## config.mk

```make
export PLATFORM = sky130hd
export DESIGN_NAME = radar_frame_parser_unit
export DESIGN_NICKNAME = d
export VERILOG_FILES = /design/src/rtl/rfp_pkg.sv /design/src/rtl/radar_frame_parser_unit.sv
export VERILOG_INCLUDE_DIRS = /design/src /design/src/rtl
export SDC_FILE = /design/constraint.sdc
export NUM_CORES = 1
export LEC_CHECK = 0
export ABC_CLOCK_PERIOD_IN_PS = 8100
export BUFFER_PORTS_ARGS = -buffer_cell sky130_fd_sc_hd__buf_2
export CAP_MARGIN = 20
export CORE_UTILIZATION = 60
export CTS_CLUSTER_SIZE = 12
export DETAILED_ROUTE_END_ITERATION = 10
export GPL_ROUTABILITY_DRIVEN = 0
export HOLD_SLACK_MARGIN = 0.02
export PLACE_DENSITY = 0.81
export SYNTH_ARGS = -nofsm -noshare
export SYNTH_HDL_FRONTEND = slang
export SYNTH_SLANG_ARGS = --single-unit
```

## constraint.sdc

```tcl
create_clock -name clk -period 8.1 [get_ports clk]
set_clock_uncertainty 0.2 [all_clocks]
set_input_delay 0.81 -clock clk [delete_from_list [all_inputs] [get_ports clk]]
set_output_delay 0.81 -clock clk [all_outputs]
set_load 0.1 [all_outputs]
```

## src/rtl/radar_frame_parser_unit_macros.svh

```systemverilog
// assertion macros for the radar frame parser
`ifndef RADAR_FRAME_PARSER_UNIT_MACROS_SVH
`define RADAR_FRAME_PARSER_UNIT_MACROS_SVH

// same-cycle implication, checked on clk, off during reset
`define RFP_ASSERT_NOW(label, ante, cons, msg) \
	label: assert property (@(posedge clk) disable iff (!arst_n) (ante) |-> (cons)) \
		else $error(msg);

// next-cycle implication, checked on clk, off during reset
`define RFP_ASSERT_NEXT(label, ante, cons, msg) \
	label: assert property (@(posedge clk) disable iff (!arst_n) (ante) |=> (cons)) \
		else $error(msg);

`endif

```

## src/rtl/rfp_pkg.sv

```systemverilog
package rfp_pkg;

	// frame delimiters and the fall pattern
	localparam logic [7:0] HDR0      = 8'h53;
	localparam logic [7:0] HDR1      = 8'h59;
	localparam logic [7:0] TAIL0     = 8'h54;
	localparam logic [7:0] TAIL1     = 8'h43;
	localparam logic [7:0] FALL_CTRL = 8'h83;
	localparam logic [7:0] FALL_CMD  = 8'h01;
	localparam logic [7:0] FALL_DATA = 8'h01;

	// result status codes
	typedef enum logic [1:0] {
		ST_OK      = 2'd0,
		ST_CSUM    = 2'd1,
		ST_TAIL    = 2'd2,
		ST_CUT_OFF = 2'd3
	} status_t;

	// parser phase
	typedef enum logic [3:0] {
		PH_HUNT0 = 4'd0,
		PH_HUNT1 = 4'd1,
		PH_CTRL  = 4'd2,
		PH_CMD   = 4'd3,
		PH_LENH  = 4'd4,
		PH_LENL  = 4'd5,
		PH_DATA  = 4'd6,
		PH_CSUM  = 4'd7,
		PH_TAIL0 = 4'd8,
		PH_TAIL1 = 4'd9
	} phase_t;

	// packed result payload, lowest field last
	typedef struct packed {
		logic       fall_alarm;
		logic [7:0] first_data_byte;
		logic [15:0] data_length;
		logic [7:0] command_code;
		logic [7:0] control_code;
	} result_t;

	localparam int unsigned RESULT_W = $bits(result_t);
	localparam int unsigned TDATA_W  = ((RESULT_W + 7) / 8) * 8;

endpackage

```

## src/rtl/radar_frame_parser_unit.sv

```systemverilog
// a byte passes the input register, then the result register, which holds its result (if any)
// throughput: one byte per cycle while the result side takes transactions
// the input register and the result register part the two sides, so a waiting
// result does not stop intake until the input register also fills
// reset (arst_n low) empties both registers and returns the parser to header hunting
module radar_frame_parser_unit (
	input  logic                         clk,
	input  logic                         arst_n,
	// input stream
	input  logic                         s_tvalid,
	output logic                         s_tready,
	input  logic [7:0]                   s_tdata,  // in_byte
	input  logic                         s_tlast,  // last_in_buffer
	// result stream
	output logic                         m_tvalid,
	input  logic                         m_tready,
	// control_code, command_code, data_length, first_data_byte, fall_alarm, zero fill
	output logic [rfp_pkg::TDATA_W-1:0]  m_tdata,
	output logic [1:0]                   m_tuser   // frame_status
);
	import rfp_pkg::*;

	`include "radar_frame_parser_unit_macros.svh"

	// input register
	logic       valid_s1;
	logic [7:0] byte_s1;
	logic       last_s1;

	// result register
	logic       valid_s2;
	status_t    status_s2;
	result_t    result_s2;

	// parser state
	phase_t      phase_q;
	logic [7:0]  sum_q;
	logic [15:0] left_q;
	logic [15:0] len_q;
	logic [7:0]  ctrl_q;
	logic [7:0]  cmd_q;
	logic [7:0]  first_q;
	logic        csum_ok_q;

	// next parser state
	phase_t      phase_d;
	logic [7:0]  sum_d;
	logic [15:0] left_d;
	logic [15:0] len_d;
	logic [7:0]  ctrl_d;
	logic [7:0]  cmd_d;
	logic [7:0]  first_d;
	logic        csum_ok_d;

	// per-byte outcome
	logic        emit;
	status_t     emit_status;
	logic        in_frame_d;
	logic        advance;
	logic [15:0] left_dec;

	// the input register moves on when the result register can take its outcome
	assign advance  = valid_s1 && (!valid_s2 || m_tready);
	assign s_tready = !valid_s1 || advance;
	assign left_dec = left_q - 16'd1;

	// phase step for the byte in the input register
	always_comb begin
		phase_d   = phase_q;
		sum_d     = sum_q;
		left_d    = left_q;
		len_d     = len_q;
		ctrl_d    = ctrl_q;
		cmd_d     = cmd_q;
		first_d   = first_q;
		csum_ok_d = csum_ok_q;
		unique case (phase_q)
			PH_HUNT0: begin
				if (byte_s1 == HDR0) phase_d = PH_HUNT1;
			end
			PH_HUNT1: begin
				if (byte_s1 == HDR1) begin
					phase_d   = PH_CTRL;
					sum_d     = HDR0 + HDR1;
					left_d    = '0;
					len_d     = '0;
					ctrl_d    = '0;
					cmd_d     = '0;
					first_d   = '0;
					csum_ok_d = 1'b0;
				end else if (byte_s1 != HDR0) begin
					phase_d = PH_HUNT0;
				end
			end
			PH_CTRL: begin
				ctrl_d  = byte_s1;
				sum_d   = sum_q + byte_s1;
				phase_d = PH_CMD;
			end
			PH_CMD: begin
				cmd_d   = byte_s1;
				sum_d   = sum_q + byte_s1;
				phase_d = PH_LENH;
			end
			PH_LENH: begin
				len_d   = {byte_s1, 8'd0};
				sum_d   = sum_q + byte_s1;
				phase_d = PH_LENL;
			end
			PH_LENL: begin
				len_d   = {len_q[15:8], byte_s1};
				left_d  = {len_q[15:8], byte_s1};
				sum_d   = sum_q + byte_s1;
				phase_d = ({len_q[15:8], byte_s1} == 16'd0) ? PH_CSUM : PH_DATA;
			end
			PH_DATA: begin
				if (left_q == len_q) first_d = byte_s1;
				sum_d  = sum_q + byte_s1;
				left_d = left_dec;
				if (left_dec == 16'd0) phase_d = PH_CSUM;
			end
			PH_CSUM: begin
				csum_ok_d = (byte_s1 == sum_q);
				phase_d   = PH_TAIL0;
			end
			PH_TAIL0: begin
				phase_d = (byte_s1 == TAIL0) ? PH_TAIL1 : PH_HUNT0;
			end
			PH_TAIL1: begin
				phase_d = PH_HUNT0;
			end
			default: begin
				phase_d = PH_HUNT0;
			end
		endcase
	end

	// result decision for the byte in the input register
	assign in_frame_d = (phase_d != PH_HUNT0) && (phase_d != PH_HUNT1);

	always_comb begin
		emit        = 1'b0;
		emit_status = ST_OK;
		priority if (phase_q == PH_TAIL0 && byte_s1 != TAIL0) begin
			emit        = 1'b1;
			emit_status = ST_TAIL;
		end else if (phase_q == PH_TAIL1) begin
			emit = 1'b1;
			if (byte_s1 != TAIL1) emit_status = ST_TAIL;
			else if (!csum_ok_q)  emit_status = ST_CSUM;
			else                  emit_status = ST_OK;
		end else if (last_s1 && in_frame_d) begin
			emit        = 1'b1;
			emit_status = ST_CUT_OFF;
		end else begin
			emit = 1'b0;
		end
	end

	// input register
	always_ff @(posedge clk or negedge arst_n) begin
		if (!arst_n) begin
			valid_s1 <= 1'b0;
		end else if (s_tready) begin
			valid_s1 <= s_tvalid;
		end
	end

	always_ff @(posedge clk) begin
		if (s_tvalid && s_tready) begin
			byte_s1 <= s_tdata;
			last_s1 <= s_tlast;
		end
	end

	// parser state, back to reset values after a buffer end
	always_ff @(posedge clk or negedge arst_n) begin
		if (!arst_n) begin
			phase_q   <= PH_HUNT0;
			sum_q     <= '0;
			left_q    <= '0;
			len_q     <= '0;
			ctrl_q    <= '0;
			cmd_q     <= '0;
			first_q   <= '0;
			csum_ok_q <= 1'b0;
		end else if (advance) begin
			if (last_s1) begin
				phase_q   <= PH_HUNT0;
				sum_q     <= '0;
				left_q    <= '0;
				len_q     <= '0;
				ctrl_q    <= '0;
				cmd_q     <= '0;
				first_q   <= '0;
				csum_ok_q <= 1'b0;
			end else begin
				phase_q   <= phase_d;
				sum_q     <= sum_d;
				left_q    <= left_d;
				len_q     <= len_d;
				ctrl_q    <= ctrl_d;
				cmd_q     <= cmd_d;
				first_q   <= first_d;
				csum_ok_q <= csum_ok_d;
			end
		end
	end

	// result register valid
	always_ff @(posedge clk or negedge arst_n) begin
		if (!arst_n) begin
			valid_s2 <= 1'b0;
		end else if (advance) begin
			valid_s2 <= emit;
		end else if (m_tready) begin
			valid_s2 <= 1'b0;
		end
	end

	// result register payload, fields as left by this byte
	always_ff @(posedge clk) begin
		if (advance && emit) begin
			status_s2                 <= emit_status;
			result_s2.control_code    <= ctrl_d;
			result_s2.command_code    <= cmd_d;
			result_s2.data_length     <= len_d;
			result_s2.first_data_byte <= first_d;
			result_s2.fall_alarm      <= (emit_status == ST_OK) && (ctrl_d == FALL_CTRL) &&
				(cmd_d == FALL_CMD) && (len_d != 16'd0) && (first_d == FALL_DATA);
		end
	end

	assign m_tvalid = valid_s2;
	assign m_tuser  = status_s2;
	assign m_tdata  = {{(TDATA_W - RESULT_W){1'b0}}, result_s2};

	// checks
	`RFP_ASSERT_NOW(a_alarm_only_ok, m_tvalid && result_s2.fall_alarm, status_s2 == ST_OK,
		"fall alarm on a frame that is not ok")
	`RFP_ASSERT_NEXT(a_buffer_end_resets, advance && last_s1,
		phase_q == PH_HUNT0 && sum_q == 8'd0 && !csum_ok_q,
		"parser not back in hunting after buffer end")
	`RFP_ASSERT_NEXT(a_s1_holds, valid_s1 && !advance, valid_s1 && $stable(byte_s1),
		"held input byte lost while result side stalled")

endmodule
```

==> metrics.md, run 1 <==
| Metric | Value |
|---|---|
| Syn Area/Cell | just over 10 um2 |
| Die Ht | around 110 um |
| Mapped Area | between 0.006 and 0.007 mm2 |
| DRC Markers | 0 |
| Area grow syn2layout | 12.8% |
| Drt via density | slightly below 7 |
| Worst Path Max Fanout | 44 |
| Seq pwr share | 0.441 |
| Peak Freq | 275 MHz |
| Worst path depth | 4 |
| FF-to-FF setup slack | 4.47 ns |
| CP Class | flip-flop to flip-flop |
| Antenna viol nets, final | 0 |
| Yosys warning count | 0 |
| CP Capture Point | m_tdata[27] |
| Worst skew pair latency | 0.53 ns |
| Die width | 107 um |
| Clock Sinks | about 120 |
| Pint | 1.17 mW |
| Setup crit end kind | flip-flop |
| Diode count | 0 |
| Top cell family by delay on the critical path | simple AND/OR/NAND/NOR gates |
| Final Critical Period | 3.63 ns |
| Worst R2R Start | phase_q[0] |
| Number of core rows | 37 |
| Detailed Route Iter0 Violations | just under 600 |
| RSZ-0062 raised after global routing | no |
| HPWL after detailed placement | approximately 11000 um |
| Core area | between 0.01 and 0.015 mm2 |
| Total track usage | 0.316 |
| Router iterations before antenna repair | 5 |
| R2R depth | 4 |
| H-tree Lvls | 4 |
| Global-route wire length before repair | 27400 um |
| Total number of vias | approximately 5500 |
| PortBufs | 57 |
| Remaining global-route overflow | 0 |
| Post-cts sizing count | 0 |
| Layout Nets | roughly 690 |
| Worst-margin pin slew | between 1 and 1.5 ns |
| Pins over their slew limit | 0 |
| Final setup fails | 0 |
| Root buffer cell | clkbuf_8 |
| P_leak | about 3.3 nW |
| NetSw | roughly 0.36 mW |
| Max-Cap Viols | 0 |
| Crit. Startpoint | phase_q[0] |
| DP Area | between 0.006 and 0.007 mm2 |
| IO Pins | 65 |
| Cell taking the most area after synthesis | dfrtp_1 |
| Initial Utilization | 0.628 |
| Initial antenna violation count | 0 |
| Peak supply drop | about 0.27 mV |
| Final instance area | 0.00744 mm2 |
| Combinational share of power | 0.054 |
| Synth unique cells | 69 |
| Area contributors post-synth | dfrtp_1 (27%), edfxtp_1 (24%), a22o_1 (6.1%) |
| Fraction of layout cells with a size suffix above 1 | 0.166 |
| Fill cells | between 700 and 800 |
| Clock Path Buffers | 2 |
| CTS Buf Count | 17 |
| WP buf/inv | 0 |
| Total routed wirelength | between 15000 and 20000 um |
| Clock network fraction of total power | 0.505 |
| CTS tree | done |
| CTS Hold Buffers Added | 0 |
| Yosys top cell area share | 0.269 |
| Synthesized netlist cell count | 639 |
| CP cell instances | or4b_4, nor3_2, a2111o_1, and2_2 |
| Top_reg_cell synth | dfrtp_1 |
| Post-synth EDFFs | 52 |
| Drt wl/cell | slightly above 20 um |
| Type of origin of the critical path | flip-flop |
| CP Data Arrival Time | 3.58 ns |
| WP data required | around 8 ns |
| Worst-path clk slew | ~0.060 ns |
| RR Endpoint | m_tdata[27] |
| Slowest Stage Delay on Critical Path | approximately 0.83 ns |
| Slowest stage cell, crit path | and2_2 |
| Synthesized flop and latch total | about 120 |
| Post-synthesis sequential area ratio | 0.506 |
| Final worst path period share | 0.449 |
| Hold Crit Class | input pin to flip-flop |
| Die area | around 0.011 mm2 |
| PD cells | approximately 200 mW/mm2 |
| Largest net degree at the start of global routing | just over 70 |
| Async SR Flop Fraction | 0.577 |
| Switching Share | 0.237 |
| Final Hold Fails | 0 |
| Setup TNS | 0 ns |
| Setup bufs post-CTS | 0 |
| Worst slew margin | 0.258 |
| Vias in the first global route | about 5400 |
| Outcome | finished clean |
[area by class of cell]
type | count | area [um2] | share of cell area
clock inverter | 13 | 166 | 0.0224
sequential | 123 | 3340 | 0.448
inverter | 27 | 101 | 0.0136
tap | 136 | 170 | 0.0229
clock buffer | 19 | 442 | 0.0593
multi-input combinational | 438 | 2910 | 0.391
timing repair buffer | 61 | 315 | 0.0424
[cells in the final DEF (no fill, tap or decap), types with 14 or more instances in the layout]
master	netlist	final
nand2_1	61	61
nor2_1	37	36
a22o_1	46	46
nor3_1	19	19
buf_2	9	57
xor2_1	25	25
inv_1	26	26
clkbuf_16	0	16
dfrtp_1	71	71
a21oi_1	18	18
nand3_1	15	15
nor4_1	14	14
o21ai_0	33	33
edfxtp_1	52	52
[sequential cells by signal (all words and copies together), names as in the netlist, 4 cells and up]
register and flops:
left_q 16, byte_s1 8, phase_q 4, len_q 16, first_q 8, cmd_q 8
ctrl_q 8, sum_q 8, m_tdata 41
[metrics by stage]
stage,power [mW],setup slack (ns),utilization,instances,hold WS [ns]
4_1_cts,1.53,4.50,0.708,817,0.248
5_1_grt,1.57,4.27,0.708,817,0.248
6_report,1.53,4.47,0.708,817,0.260
2_1_floorplan,0.742,4.96,-,645,0.243
3_3_place_gp,0.765,4.71,0.651,785,0.267
3_5_place_dp,0.767,4.46,0.651,785,0.271
[per-layer routing]
metal / routed length [um] / track usage
met5: 0 / 0
met4: 452 / 0.155
met3: 1390 / 0.0675
met2: 8250 / 0.502
met1: 6870 / 0.412
[worst min path at each step]
| stage | start | slack (ns) | to | cells past startpoint |
|---|---|---|---|---|
| floorplan | sum_q[0] | 0.24 | sum_q[0] | 2 |
| global placement | sum_q[0] | 0.27 | sum_q[0] | 2 |
| detailed placement | sum_q[6] | 0.27 | sum_q[6] | 2 |
| CTS | s_tdata[1] | 0.25 | byte_s1[1] | 1 |
| global route | s_tlast | 0.25 | last_s1 | 1 |
| finish | s_tdata[1] | 0.26 | byte_s1[1] | 1 |
[power groups by stage]
| stage | sequential (mW) | combinational, mW | clock, mW |
|---|---|---|---|
| after global placement | 0.685 | 0.0795 | 0 |
| after floorplan | 0.674 | 0.0684 | 0 |
| after detailed placement | 0.686 | 0.0813 | 0 |
| after CTS | 0.674 | 0.0827 | 0.777 |
| final | 0.675 | 0.0832 | 0.773 |
| after global routing | 0.676 | 0.0921 | 0.801 |
[cells in the mapped netlist (3+ instances only)]
library cell	count
nor4b_1	4
or3_1	5
a21oi_1	18
a22o_1	46
a211oi_1	3
a22oi_1	13
edfxtp_1	52
nor2b_1	4
nor3_2	4
xor2_1	25
a31oi_1	4
nand4_1	5
nand2b_1	4
clkbuf_1	34
nor4bb_1	3
and2_1	4
o21a_1	3
buf_2	9
dfrtp_1	71
o21ai_0	33
buf_4	10
nor4_1	14
a31o_2	3
a32o_1	8
xnor2_1	6
and3_1	6
nand3_1	15
nor3_1	19
o21ai_1	7
a32oi_1	4
nor2_1	37
buf_6	4
mux2i_1	8
o22ai_1	6
nand2_1	61
ha_1	9
o31ai_1	8
o31a_1	3
o21bai_1	3
a21o_1	4
o41ai_1	3
inv_1	26
[logic make-up after synthesis]
logic type | count (synthesis) | synth area share
AOI/OAI and AO/OA | 179 | 0.197
DFF | 123 | 0.506
other | 1 | 0.000568
buffers and inverters | 84 | 0.0597
xor gates and xnor gates | 31 | 0.0411
muxes | 8 | 0.0121
and+or+nand+nor | 203 | 0.164
adders and majority gates | 10 | 0.0201
Power figures use the tool's default switching activity.
==> run 2, diff against run 1 <==
ABC_CLOCK_PERIOD_IN_PS = 3350   (was 8100)
clock period = 3.35 ns   (was 8.1 ns; I/O delays follow)
==> run 2 against run 1 <==
Compared with the run above:
- routed wire length up 0.88%
- sequential share of layout area fell by 1.5 points
- clock-buffer cell count is 2 higher
- combinational power increased to 3.0 times the previous value
- critical path type unchanged
- largest cell class unchanged
- highest routed layer unchanged
==> metrics.md, run 2 (same netlist as run 1, synthesis figures left out) <==
| Metric | Value |
|---|---|
| Diode count | 0 (unchanged) |
| PortBufs | 57 (unchanged) |
| Vias in the first global route | 5489 (+2.4%) |
| Global-route wire length before repair | 27900 um (+1.6%) |
| Final Hold Fails | 0 (unchanged) |
| Clock Path Buffers | 2 (unchanged) |
| Type of origin of the critical path | flip-flop |
| Die Ht | 107 um (unchanged) |
| Layer with the highest usage | met2 |
| Largest net degree at the start of global routing | 72 (unchanged) |
| Worst R2R Start | phase_q[1] |
| Fraction of layout cells with a size suffix above 1 | 0.182 (+0.0164) |
| Placed Instances | 804 (+2.4%) |
| Grt met1 use | 0.409 (-0.00284) |
| Router iterations before antenna repair | 5 (unchanged) |
| P_leak | 3.46 nW (+4.4%) |
| Peak Freq | 323 MHz (+17%) |
| Die width | 107 um (unchanged) |
| WP data required | 3.50 ns (-4.54 ns) |
| Pins over their slew limit | 0 (unchanged) |
| Total track usage | 0.320 (+0.00475) |
| Worst skew pair latency | 0.53 ns (about the same) |
| Worst Path Max Fanout | 18 (-59%) |
| Detailed Route Iter0 Violations | 568 (-3.2%) |
| Layout Cells excl Fill | 849 (+3.9%) |
| Total routed wirelength | 17100 um (+0.88%) |
| Final worst path period share | 0.925 (+0.477) |
| Setup TNS | 0 ns (unchanged) |
| CTS Hold Buffers Added | 13 (+13) |
| NetSw | 0.856 mW (+140%) |
| Worst-margin pin slew | 0.949 ns (-0.162 ns) |
| IO Pins | 65 (unchanged) |
| Worst-path clk slew | 0.06 ns (about the same) |
| Slowest stage cell, crit path | dfrtp_1 |
| Number of core rows | 37 (unchanged) |
| CP cell instances | clkinv_1, o21ai_1, o21ai_0, nor4_1, nand4_1, nor4_1 |
| PD cells | 473 mW/mm2 (+130%) |
| Setup bufs post-CTS | 0 (unchanged) |
| Peak supply drop | 0.552 mV (+110%) |
| HPWL after detailed placement | 11000 um (+0.43%) |
| Outcome | finished clean |
| Max-Cap Viols | 0 (unchanged) |
| Clock network fraction of total power | 0.489 (-0.016) |
| Drt wl/cell | 20.2 um (-2.9%) |
| Area grow syn2layout | 16.6% |
| WP buf/inv | 1 (+1) |
| Hold slack | 0.288 ns (+0.0287 ns) |
| RSZ-0062 raised after global routing | no |
| Top cell family by delay on the critical path | simple AND/OR/NAND/NOR gates |
| Clock Sinks | 123 (unchanged) |
| Switching Share | 0.235 (-0.00207) |
| CTS Buf Count | 17 (unchanged) |
| Remaining global-route overflow | 0 (unchanged) |
| Most frequent cells in the layout | dfrtp_1 (71), nand2_1 (61), buf_2 (57), edfxtp_1 (52), a22o_1 (46) |
| HP Start | sum_q[4] |
| DRC Markers | 0 (unchanged) |
| Hold Crit Class | flip-flop to flip-flop |
| CP Class | flip-flop to flip-flop |
| Number of flip-flops under the largest register name | 41 (unchanged) |
| Met3 Use GR | 0.0815 (+0.0140) |
| Commonest non-fill, non-tap cell in the layout | dfrtp_1 |
| H-tree Lvls | 4 (unchanged) |
| Seq pwr share | 0.442 (about the same) |
| Core area | 0.0105 mm2 (unchanged) |
| Post-cts sizing count | 0 (unchanged) |
| Drt via density | 6.58 (-2.4%) |
| CTS tree | done |
| GRT met2 Usage | 0.517 (+0.0147) |
| Root buffer cell | clkbuf_8 |
| Crit. Startpoint | phase_q[1] |
| Total number of vias | 5583 (+1.4%) |
| Die area | 0.0114 mm2 (unchanged) |
| Antenna viol nets, final | 0 (unchanged) |
| Initial antenna violation count | 0 (unchanged) |
| Final setup fails | 0 (unchanged) |
| Combinational share of power | 0.069 (+0.015) |
| Layout Nets | 723 (+4.6%) |
| Slowest Stage Delay on Critical Path | 0.72 ns (-0.11 ns) |
| Most used cell, CP | nor4_1 |
| CP Data Arrival Time | 3.25 ns (-0.33 ns) |
| Setup crit end kind | flip-flop |
| Worst slew margin | 0.368 (+0.110) |
| Final Critical Period | 3.10 ns (-0.535 ns) |
| Pint | 2.78 mW (+140%) |
| Initial Utilization | 0.628 (unchanged) |
## run 2: changes by cell type in the layout (fill, tap and decap cells not counted), sizes merged
cell / previous run / this run
clkinv: 4 / 6
dlygate4sd3: 0 / 13
clkinvlp: 5 / 3
inv: 28 / 27
bufinv: 3 / 2
clkbuf: 19 / 21
buf: 61 / 80
## run 2: power groups by stage
stage / combinational [mW] / clock, mW / sequential [mW]
2_1_floorplan: 0.165 / 0 / 1.63
3_3_place_gp: 0.226 / 0 / 1.64
3_5_place_dp: 0.229 / 0 / 1.64
4_1_cts: 0.246 / 1.79 / 1.61
5_1_grt: 0.271 / 1.86 / 1.61
6_report: 0.251 / 1.78 / 1.61
## run 2: metrics by stage
| stage | area, um2 | worst slack, ns | utilization | power, mW |
|---|---|---|---|---|
| 2_1_floorplan | 6630 | 0.207 | - | 1.80 |
| 3_3_place_gp | 6990 | 0.539 | 0.665 | 1.86 |
| 3_5_place_dp | 6990 | 0.440 | 0.665 | 1.87 |
| 4_1_cts | 7700 | 0.395 | 0.733 | 3.64 |
| 5_1_grt | 7700 | 0.116 | 0.733 | 3.74 |
| 6_report | 7700 | 0.250 | 0.733 | 3.64 |
## run 2: worst reg2reg max path, delay by kind of cell (launching register included)
kind | cells | cell delay (ns)
AND/OR/NAND/NOR | 3 | 0.99
flip-flops | 1 | 0.72
AO/OA/AOI/OAI | 2 | 0.54
buffers and inverters | 1 | 0.46
## run 2: layout make-up
cell class / count / area [um2]
sequential: 123 / 3340
multi-input combinational: 438 / 2910
timing repair buffer: 93 / 601
clock buffer: 21 / 460
inverter: 27 / 101
clock inverter: 11 / 116
fill: 713 / 2810
tap: 136 / 170
## run 2: worst paths after layout
path | slack, ns | depth (start not counted) | to
setup / recovery | 0.25 | 6 | m_tdata[40]
max in group asynchronous | 1.95 | 3 | ctrl_q[2]
min in group asynchronous | 0.37 | 3 | sum_q[2]
setup reg to reg | 0.25 | 6 | m_tdata[40]
hold / removal | 0.29 | 2 | sum_q[4]
hold reg to reg | 0.29 | 2 | sum_q[4]
## run 2: per-layer routing
layer | part of all wire | up-vias
met1 | 0.39 | 2702
met2 | 0.49 | 346
li1 | - | 2489
met4 | 0.026 | 0
met3 | 0.094 | 46
met5 | 0 | -
